$ cat src/rtl/sdspi_pkg.sv
package sdspi_pkg;

    // Command sequence phases, one-hot.
    typedef enum logic [8:0] {
        PH_IDLE  = 9'b0_0000_0001,
        PH_DUMMY = 9'b0_0000_0010,
        PH_READY = 9'b0_0000_0100,
        PH_CMD   = 9'b0_0000_1000,
        PH_R1    = 9'b0_0001_0000,
        PH_EXTRA = 9'b0_0010_0000,
        PH_TAIL1 = 9'b0_0100_0000,
        PH_TAIL2 = 9'b0_1000_0000,
        PH_TOUT  = 9'b1_0000_0000
    } phase_t;

    localparam logic REQ_START = 1'b0;
    localparam logic REQ_RX    = 1'b1;

    localparam logic CFG_READY_TRIES = 1'b0;
    localparam logic CFG_RESP_TRIES  = 1'b1;

    localparam logic [1:0] KIND_R1   = 2'd0;
    localparam logic [1:0] KIND_R2   = 2'd1;
    localparam logic [1:0] KIND_R3R7 = 2'd2;
    localparam logic [1:0] KIND_DATA = 2'd3;

    localparam logic [7:0] IDLE_BYTE    = 8'hFF;
    localparam logic [7:0] CMD_PREFIX   = 8'h40;
    localparam logic [7:0] CRC_CMD0     = 8'h95;
    localparam logic [7:0] CRC_CMD8     = 8'h87;
    localparam logic [7:0] CRC_DEFAULT  = 8'h01;
    localparam logic [5:0] CMD_GO_IDLE  = 6'd0;
    localparam logic [5:0] CMD_SEND_IF  = 6'd8;
    localparam logic [7:0] READY_TRIES_RESET = 8'd20;
    localparam logic [7:0] RESP_TRIES_RESET  = 8'd8;

    localparam int IN_DATA_W  = 48;
    localparam int OUT_DATA_W = 56;

    // One result word.
    typedef struct packed {
        logic        timed_out;
        logic [31:0] resp_data;
        logic [7:0]  r1_status;
        logic        done_res;
        logic        select_active;
        logic [7:0]  tx_byte;
        logic        tx_valid;
    } result_t;

endpackage

$ cat src/rtl/sdspi_seq.sv
module sdspi_seq (
    input  logic              clk,
    input  logic              rst_n,
    input  logic              accept,
    input  logic              req_type,
    input  logic [5:0]        cmd_index,
    input  logic [31:0]       cmd_arg,
    input  logic [1:0]        resp_kind,
    input  logic [7:0]        rx_byte,
    input  logic [7:0]        ready_tries,
    input  logic [7:0]        resp_tries,
    output sdspi_pkg::result_t result
);
    import sdspi_pkg::*;

    phase_t      phase_reg, phase_next;
    logic [7:0]  try_reg, try_next;
    logic [2:0]  count_reg, count_next;
    logic [5:0]  cmd_reg, cmd_next;
    logic [31:0] arg_reg, arg_next;
    logic [1:0]  kind_reg, kind_next;
    logic [7:0]  r1_reg, r1_next;
    logic [31:0] resp_reg, resp_next;

    logic [7:0]  try_inc;
    logic [2:0]  extra_cnt;
    logic [2:0]  count_inc;
    logic [7:0]  cmd_byte;
    logic [7:0]  crc_byte;

    always_comb
    begin
        try_inc   = (try_reg != 8'hFF) ? (try_reg + 8'd1) : try_reg;
        count_inc = count_reg + 3'd1;

        case (kind_reg)
            KIND_R2:   extra_cnt = 3'd1;
            KIND_R3R7: extra_cnt = 3'd4;
            default:   extra_cnt = 3'd0;
        endcase

        if (cmd_reg == CMD_GO_IDLE) crc_byte = CRC_CMD0;
        else if (cmd_reg == CMD_SEND_IF) crc_byte = CRC_CMD8;
        else crc_byte = CRC_DEFAULT;

        case (count_reg)
            3'd1:    cmd_byte = arg_reg[31:24];
            3'd2:    cmd_byte = arg_reg[23:16];
            3'd3:    cmd_byte = arg_reg[15:8];
            3'd4:    cmd_byte = arg_reg[7:0];
            default: cmd_byte = crc_byte;
        endcase
    end

    always_comb
    begin
        phase_next = phase_reg;
        try_next   = try_reg;
        count_next = count_reg;
        cmd_next   = cmd_reg;
        arg_next   = arg_reg;
        kind_next  = kind_reg;
        r1_next    = r1_reg;
        resp_next  = resp_reg;

        result               = '0;
        result.tx_valid      = 1'b1;
        result.tx_byte       = IDLE_BYTE;
        result.select_active = 1'b1;

        if (req_type == REQ_START)
        begin
            cmd_next   = cmd_index;
            arg_next   = cmd_arg;
            kind_next  = resp_kind;
            r1_next    = IDLE_BYTE;
            resp_next  = '0;
            try_next   = '0;
            count_next = '0;
            phase_next = PH_DUMMY;
            result.select_active = 1'b0;
        end
        else
        begin
            unique case (phase_reg)
                PH_DUMMY:
                begin
                    try_next   = '0;
                    phase_next = PH_READY;
                end
                PH_READY:
                begin
                    if (rx_byte == IDLE_BYTE)
                    begin
                        count_next     = 3'd1;
                        phase_next     = PH_CMD;
                        result.tx_byte = CMD_PREFIX | {2'b00, cmd_reg};
                    end
                    else
                    begin
                        try_next = try_inc;
                        if (try_inc >= ready_tries)
                        begin
                            phase_next           = PH_TOUT;
                            result.select_active = 1'b0;
                        end
                    end
                end
                PH_CMD:
                begin
                    if (count_reg < 3'd6)
                    begin
                        result.tx_byte = cmd_byte;
                        count_next     = count_inc;
                    end
                    else
                    begin
                        try_next   = '0;
                        phase_next = PH_R1;
                    end
                end
                PH_R1:
                begin
                    if (rx_byte != IDLE_BYTE)
                    begin
                        r1_next    = rx_byte;
                        resp_next  = '0;
                        count_next = '0;
                        phase_next = (extra_cnt != 3'd0) ? PH_EXTRA : PH_TAIL1;
                    end
                    else
                    begin
                        try_next = try_inc;
                        if (try_inc >= resp_tries)
                        begin
                            phase_next           = PH_TOUT;
                            result.select_active = 1'b0;
                        end
                    end
                end
                PH_EXTRA:
                begin
                    // First received byte lands in the top lane.
                    case (count_reg)
                        3'd0:    resp_next = resp_reg | {rx_byte, 24'd0};
                        3'd1:    resp_next = resp_reg | {8'd0, rx_byte, 16'd0};
                        3'd2:    resp_next = resp_reg | {16'd0, rx_byte, 8'd0};
                        3'd3:    resp_next = resp_reg | {24'd0, rx_byte};
                        default: resp_next = resp_reg;
                    endcase
                    count_next = count_inc;
                    if (count_inc >= extra_cnt) phase_next = PH_TAIL1;
                end
                PH_TAIL1:
                begin
                    phase_next           = PH_TAIL2;
                    result.select_active = 1'b0;
                end
                PH_TAIL2:
                begin
                    phase_next       = PH_IDLE;
                    result           = '0;
                    result.done_res  = 1'b1;
                    result.r1_status = r1_reg;
                    result.resp_data = resp_reg;
                end
                PH_TOUT:
                begin
                    phase_next       = PH_IDLE;
                    r1_next          = IDLE_BYTE;
                    resp_next        = '0;
                    result           = '0;
                    result.done_res  = 1'b1;
                    result.r1_status = IDLE_BYTE;
                    result.timed_out = 1'b1;
                end
                default:
                begin
                    phase_next = PH_IDLE;
                    result     = '0;
                end
            endcase
        end
    end

    always_ff @(posedge clk or negedge rst_n)
    begin
        if (!rst_n)
        begin
            phase_reg <= PH_IDLE;
            try_reg   <= '0;
            count_reg <= '0;
            cmd_reg   <= '0;
            arg_reg   <= '0;
            kind_reg  <= '0;
            r1_reg    <= IDLE_BYTE;
            resp_reg  <= '0;
        end
        else if (accept)
        begin
            phase_reg <= phase_next;
            try_reg   <= try_next;
            count_reg <= count_next;
            cmd_reg   <= cmd_next;
            arg_reg   <= arg_next;
            kind_reg  <= kind_next;
            r1_reg    <= r1_next;
            resp_reg  <= resp_next;
        end
    end

endmodule

$ cat src/rtl/sd_spi_command_engine_top.sv
// SD-card SPI-mode command sequencer. Send a start word (tuser = 0) with the
// command index, argument and response kind; each result word names the next
// byte to exchange on SPI and the chip-select level. Feed back the byte
// received in that exchange as a tuser = 1 word, until a result arrives with
// done_res set, carrying R1, the extra response bytes and the timeout flag.
// The block takes one word every cycle while tready is high and registers
// each result, updating the sequencer state once per accepted word. Its
// output register is backed by a one-word skid stage, so tready depends only
// on registers: during a downstream stall one more word is taken, then tready
// drops until the stall clears. The user must write the two retry limits
// via cfg port only while no command is in flight; the block doesn't enforce.
module sd_spi_command_engine_top (
    input  logic                               clk,
    input  logic                               rst_n,
    // cmd_index[5:0], cmd_arg[37:6], resp_kind[39:38], rx_byte[47:40]
    input  logic [sdspi_pkg::IN_DATA_W-1:0]    s_axis_tdata,
    // req_type[0]
    input  logic                               s_axis_tuser,
    input  logic                               s_axis_tvalid,
    output logic                               s_axis_tready,
    // tx_valid[0], tx_byte[8:1], select_active[9], done_res[10],
    // r1_status[18:11], resp_data[50:19], timed_out[51], zero fill [55:52]
    output logic [sdspi_pkg::OUT_DATA_W-1:0]   m_axis_tdata,
    output logic                               m_axis_tvalid,
    input  logic                               m_axis_tready,
    input  logic                               cfg_we,
    input  logic                               cfg_index,
    input  logic [7:0]                         cfg_data
);
    import sdspi_pkg::*;

    logic [7:0] ready_tries_reg;
    logic [7:0] resp_tries_reg;
    result_t    result;
    result_t    out_data_reg;
    result_t    skid_data_reg;
    logic       out_valid_reg;
    logic       skid_valid_reg;
    logic       accept;

    assign s_axis_tready = !skid_valid_reg;
    assign accept        = s_axis_tvalid && s_axis_tready;

    always_ff @(posedge clk or negedge rst_n)
    begin
        if (!rst_n)
        begin
            ready_tries_reg <= READY_TRIES_RESET;
            resp_tries_reg  <= RESP_TRIES_RESET;
        end
        else if (cfg_we)
        begin
            if (cfg_index == CFG_READY_TRIES) ready_tries_reg <= cfg_data;
            else resp_tries_reg <= cfg_data;
        end
    end

    sdspi_seq u_seq (
        .clk         (clk),
        .rst_n       (rst_n),
        .accept      (accept),
        .req_type    (s_axis_tuser),
        .cmd_index   (s_axis_tdata[5:0]),
        .cmd_arg     (s_axis_tdata[37:6]),
        .resp_kind   (s_axis_tdata[39:38]),
        .rx_byte     (s_axis_tdata[47:40]),
        .ready_tries (ready_tries_reg),
        .resp_tries  (resp_tries_reg),
        .result      (result)
    );

    always_ff @(posedge clk or negedge rst_n)
    begin
        if (!rst_n)
        begin
            out_valid_reg  <= 1'b0;
            skid_valid_reg <= 1'b0;
        end
        else if (m_axis_tready || !out_valid_reg)
        begin
            if (skid_valid_reg)
            begin
                out_valid_reg  <= 1'b1;
                skid_valid_reg <= 1'b0;
            end
            else
            begin
                out_valid_reg <= accept;
            end
        end
        else if (accept)
        begin
            skid_valid_reg <= 1'b1;
        end
    end

    always_ff @(posedge clk)
    begin
        if (m_axis_tready || !out_valid_reg)
        begin
            if (skid_valid_reg) out_data_reg <= skid_data_reg;
            else if (accept) out_data_reg <= result;
        end
        else if (accept)
        begin
            skid_data_reg <= result;
        end
    end

    assign m_axis_tvalid = out_valid_reg;
    assign m_axis_tdata  = {4'd0, out_data_reg};

endmodule
$ cat config.mk
export PLATFORM = sky130hd
export DESIGN_NAME = sd_spi_command_engine_top
export DESIGN_NICKNAME = d
export VERILOG_FILES = /design/src/rtl/sdspi_pkg.sv /design/src/rtl/sdspi_seq.sv /design/src/rtl/sd_spi_command_engine_top.sv
export SDC_FILE = /design/constraint.sdc
export NUM_CORES = 1
export LEC_CHECK = 0
export BUFFER_PORTS_ARGS = -buffer_cell sky130_fd_sc_hd__buf_2
export CAP_MARGIN = 20
export CORE_MARGIN = 5
export CORE_UTILIZATION = 53
export CTS_CLUSTER_DIAMETER = 80
export CTS_CLUSTER_SIZE = 24
export DETAILED_ROUTE_END_ITERATION = 6
export PLACE_DENSITY_LB_ADDON = 0.15
export SLEW_MARGIN = 15
export SYNTH_ARGS = -nofsm -noshare
export SYNTH_HDL_FRONTEND = slang
export SYNTH_HIERARCHICAL = 1
export SYNTH_SLANG_ARGS = --single-unit
export TNS_END_PERCENT = 100
$ cat constraint.sdc
create_clock -name clk -period 5 [get_ports clk]
set_input_delay 0.5 -clock clk [delete_from_list [all_inputs] [get_ports clk]]
set_output_delay 0.5 -clock clk [all_outputs]
set_load 0.01 [all_outputs]
; ---- Word level (Yosys, flattened, before mapping)
; Index checks and enable logic that the tools add are counted.
[op_classes]
addsub = 2
n_lt_le_gt_ge = 4
n_eq_ne = 32
n_mux = 49
n_bitwise = 7
reduce_logical = 22
[op_table]
columns = cell, n
row1 = one-hot mux 32 bit (4 select lines), 1
row2 = two-way mux 52 bit, 2
row3 = one-hot mux 32 bit (3 select lines), 1
row4 = two-way mux 8 bit, 11
row5 = one-hot mux 42 bit (2 select lines), 1
row6 = two-way mux 9 bit, 8
row7 = two-way mux 32 bit, 2
row8 = one-hot mux 8 bit (4 select lines), 2
row9 = one-hot mux 9 bit (6 select lines), 1
row10 = two-way mux 42 bit, 1
row11 = OR 32 x 16 -> 32 bit, 1
row12 = OR 32 x 24 -> 32 bit, 1
row13 = OR 32 bit, 1
row14 = OR 32 x 8 -> 32 bit, 1
row15 = one-hot mux 8 bit (3 select lines), 1
row16 = greater-or-equal comparator 8 bit, 2
row17 = inequality test 8 bit (second input constant), 2
row18 = one-hot mux 8 bit (2 select lines), 1
row19 = AND reduction 5 bit, 3
row20 = two-way mux 3 bit, 4
row21 = inequality test 3 x 2 -> 1 bit (second input constant), 4
row22 = one-hot mux 3 bit (4 select lines), 1
row23 = inequality test 5 x 1 -> 1 bit (second input constant), 2
row24 = AND reduction 2 bit, 5
row25 = other kinds (41), 57
[totals]
reg_bits = 222
inputBits = 63

; ---- Logic depth before layout (Yosys ltp)
[logic_depth]
ltp_word = 9
ltp_mapped = 13
mapped_depth_nobuf = 13

; ---- Modules after synthesis
; Netlist, hierarchy kept.
[by_module_without_submodules]
columns = mod, n_inst, cells_each, area_per_inst_um2, seq_area_each_um2
row1 = sdspi_seq, 1, 594, 5698.0, 2513.7
row2 = sd_spi_command_engine_top, 1, 212, 4642.0, 3577.2

; ---- Least setup slack after synthesis
; No wires, ideal clock.
[synth_timing]
path_kind = input -> register
start = input m_axis_tready
end = register skid_data_reg[0] in the netlist's numbering (enable)
setup_time_ps = 536
arrival_time_ps = 4517
required_time_ps = 4464
slack_ps = -53
path_stages = 2
n_path_buf = 0
cell_sequence = nand2b_1 -> nor3b_1
[synth_via]
elab_chain_len = 3
[synth_lines]
columns = element, line_no
row1 = start: declaration, sd_spi_command_engine_top.sv:25  ; input logic m_axis_tready,
row2 = logical OR 1 bit, sd_spi_command_engine_top.sv:99  ; if (m_axis_tready || !out_valid_reg)
row3 = NOT 1 bit (no source line), n/a
row4 = AND reduction 2 bit (no source line), n/a
row5 = end signal: assignment, sd_spi_command_engine_top.sv:106  ; skid_data_reg <= result;
row6 = end: declaration, sd_spi_command_engine_top.sv:36  ; result_t skid_data_reg;
; Every way passes these cells.
; A chain may end at the register's enable or synchronous reset.

==> summary.txt <==
Outcome: finished clean
Die height: 150 µm
CTS sink cnt: 222
Final ANT Viol Nets: 0
Synth Cell Area: 0.0103 mm²
Period Utilization, post-route: 68.1%
M2 GR Usage: 33.9%
Ant. Diodes: 0
Clock root buffer: clkbuf_16
CTS clk-pin slew, worst paths: 90 ps
Post-route setup slack: 1600 ps
Max cap viols: 0
Most used flip-flop cell after synthesis: dfrtp_1
Final HPWL DP: 15.1 mm
Hold-fix buffers at CTS: 0
Initial core utilization: 53.5%
Seq/Total Area, Yosys: 58.9%
Power Dens Cells: 342 mW/mm²
Final GP Congestion: 0.860
Worst vdd ir: 261 µV
Worst r2r src: u_seq/try_reg[3]
Vias: 6534
Fmax: 0.294 GHz
Library cells used by synthesis: 64
GR Layer Usage met1: 25.5%
Yosys top cell area share: 30.2%
Total Routing Usage GR: 19.3%
Reg2reg path depth: 12
Worst EP arrival: 3640 ps
Leading area contributor after synthesis: edfxtp_1
CTS buffer count: 13
Core area: 0.0193 mm²
Setup WS pre-CTS: 1610 ps
Initial antenna violation count: 0
Synth cell count leaders: dfrtp_1, edfxtp_1, mux2_2
Die width: 150 µm
Worst setup SP type: register
Clk_skew: 17.4 ps
Top Ports: 121
Drt first pass iters: 7
Vias in the first global route: 6911
Least-Margin Pin Slew: 1130 ps
Finished Layout Cells: 1176
Initial drt markers: 378
Max-slew violation count: 0
Post-CTS Setup Bufs: 0
H-tree levels: 1
Clock Latency Late Sink: 480 ps
Port bufs: 116
CTS tree: done
Final setup viols: 0
WL/cell: 18.1 µm
Die area: 0.0224 mm²
Worst Setup End Kind: register
Post-synth EDFFs: 104
Static leakage: 4.88 nW
Via density: 5.56
Syn Area/Cell: 12.8 µm²
Worst min path class: input port to async pin
First-pass GRT wire length: 35.3 mm
Clock Path Buffers: 3
Yosys warning total: 6
# rows: 51
Post-CTS resize count: 0
GRT met3 Usage: 2.85%
Final Net Count: 994
Most common cell in the netlist: dfrtp_1
RSZ-0062 raised after global routing: false
Number of remaining DRC errors: 0
Seq cells post-synth: 222
Worst R2R Setup Slack: 1600 ps
Largest net degree at the start of global routing: 76
Synth area leaders: edfxtp_1, dfrtp_1, mux2_2, mux2_4, ha_1
Placed Cells incl. Taps: 1154
Post-Syn Instances: 806
Final wirelength: 21.3 mm
Gr ovfl total: 0
Max_slew headroom: 23.9%
WS Path Type: register to register
Setup total negative slack: 0 ps
Fraction of registers with async set/reset: 53.2%
Layout cells sized above 1: 31.1%
Final Hold Vio Count: 0
Worst EP required: 5240 ps
Max FO, Critical Path: 6
Layout area overhead: 11.5%
GR peak layer: met2
RR Endpoint: m_axis_tdata[9]
Clock period minus worst slack: 3400 ps
-- cell families after synthesis --
| group | synth area share, % |
|---|---|
| compound gates | 9.39 |
| simple gates | 10.5 |
| xor+xnor | 0.593 |
| mux | 13.9 |
| buf+inv | 3.49 |
| flops | 58.9 |
| fa+ha+maj | 3.15 |
| other cells | 0.0363 |
-- where the power goes --
part | internal, mW | switching (mW)
Combinational | 0.269 | 0.333
Sequential | 2.13 | 0.104
Clock | 0.526 | 0.576
-- worst max path at each step --
stage / cells past startpoint / slack [ps] / to / startpoint
after global placement: 12 / 1740 / m_axis_tdata[9] / u_seq/try_reg[3]
final: 12 / 1600 / m_axis_tdata[9] / u_seq/try_reg[3]
after CTS: 12 / 1590 / m_axis_tdata[9] / u_seq/try_reg[3]
after global routing: 12 / 1330 / m_axis_tdata[9] / u_seq/try_reg[3]
after detailed placement: 12 / 1610 / m_axis_tdata[9] / u_seq/try_reg[3]
after floorplan: 2 / 1530 / m_axis_tdata[0] / m_axis_tready
-- cells in the final DEF, fill, tap and decap left out, types with 3 or more instances in the layout --
master / netlist / final
mux2i_1: 7 / 7
o21ai_0: 16 / 16
nor2_1: 66 / 66
a31oi_1: 8 / 8
mux2_4: 38 / 38
o31ai_1: 5 / 5
nand4_1: 12 / 12
o21a_1: 13 / 13
xor2_1: 3 / 3
nor3_1: 14 / 14
a22oi_1: 3 / 3
inv_1: 30 / 30
clkbuf_16: 0 / 14
buf_4: 4 / 8
ha_1: 26 / 26
dfstp_2: 12 / 12
dfrtp_1: 106 / 105
xnor2_1: 4 / 4
edfxtp_1: 104 / 104
and2_1: 33 / 33
or2_2: 3 / 3
nand3_1: 13 / 13
a221oi_1: 6 / 6
clkbuf_1: 25 / 4
a21o_1: 3 / 3
buf_2: 6 / 116
and3_1: 3 / 3
o211ai_1: 4 / 4
nand2_1: 32 / 32
a21oi_1: 63 / 63
o21bai_1: 3 / 3
mux2_2: 71 / 71
a32o_1: 5 / 5
conb_1: 1 / 4
nor2b_1: 10 / 8
nand2b_1: 7 / 7
-- worst max-delay path, stage by stage, from the launching register on --
cell and delay, ps:
dfrtp_1 420, and3_1 260, nand3_1 170, or2_2 370, xnor2_1 180, ha_1 290
nand2b_1 100, a31oi_1 100, o31ai_1 470, a21boi_0 180, o32a_1 200, o21a_1 180
mux2_2 250
-- cell type report --
class                   instances  area (µm²)
inverters                      30         113
fillers                      1587        7800
repair buffers                125         668
well taps                     265         332
clock buffers                  19         370
multi-input cells             513        3940
flip-flops and latches        222        6090
clock inverters                 2        16.3
-- metal layers --
layer  share of wire, %  wire length, µm
met5                  0                0
met1                 43             9170
met2                 50            10600
met4                2.0              425
met3                5.1             1090
-- through the flow --
step                area (µm²)  utilization, %  hold WS [ps]  power, mW
global route             11500            59.7           225       4.14
finish                   11500            59.7           147       3.94
floorplan                10400               -           204       2.67
global placement         11100            57.5           470       2.86
detailed placement       11100            57.5           477       2.88
CTS                      11500            59.5           213       3.99
(Power assumes the default switching activity.)
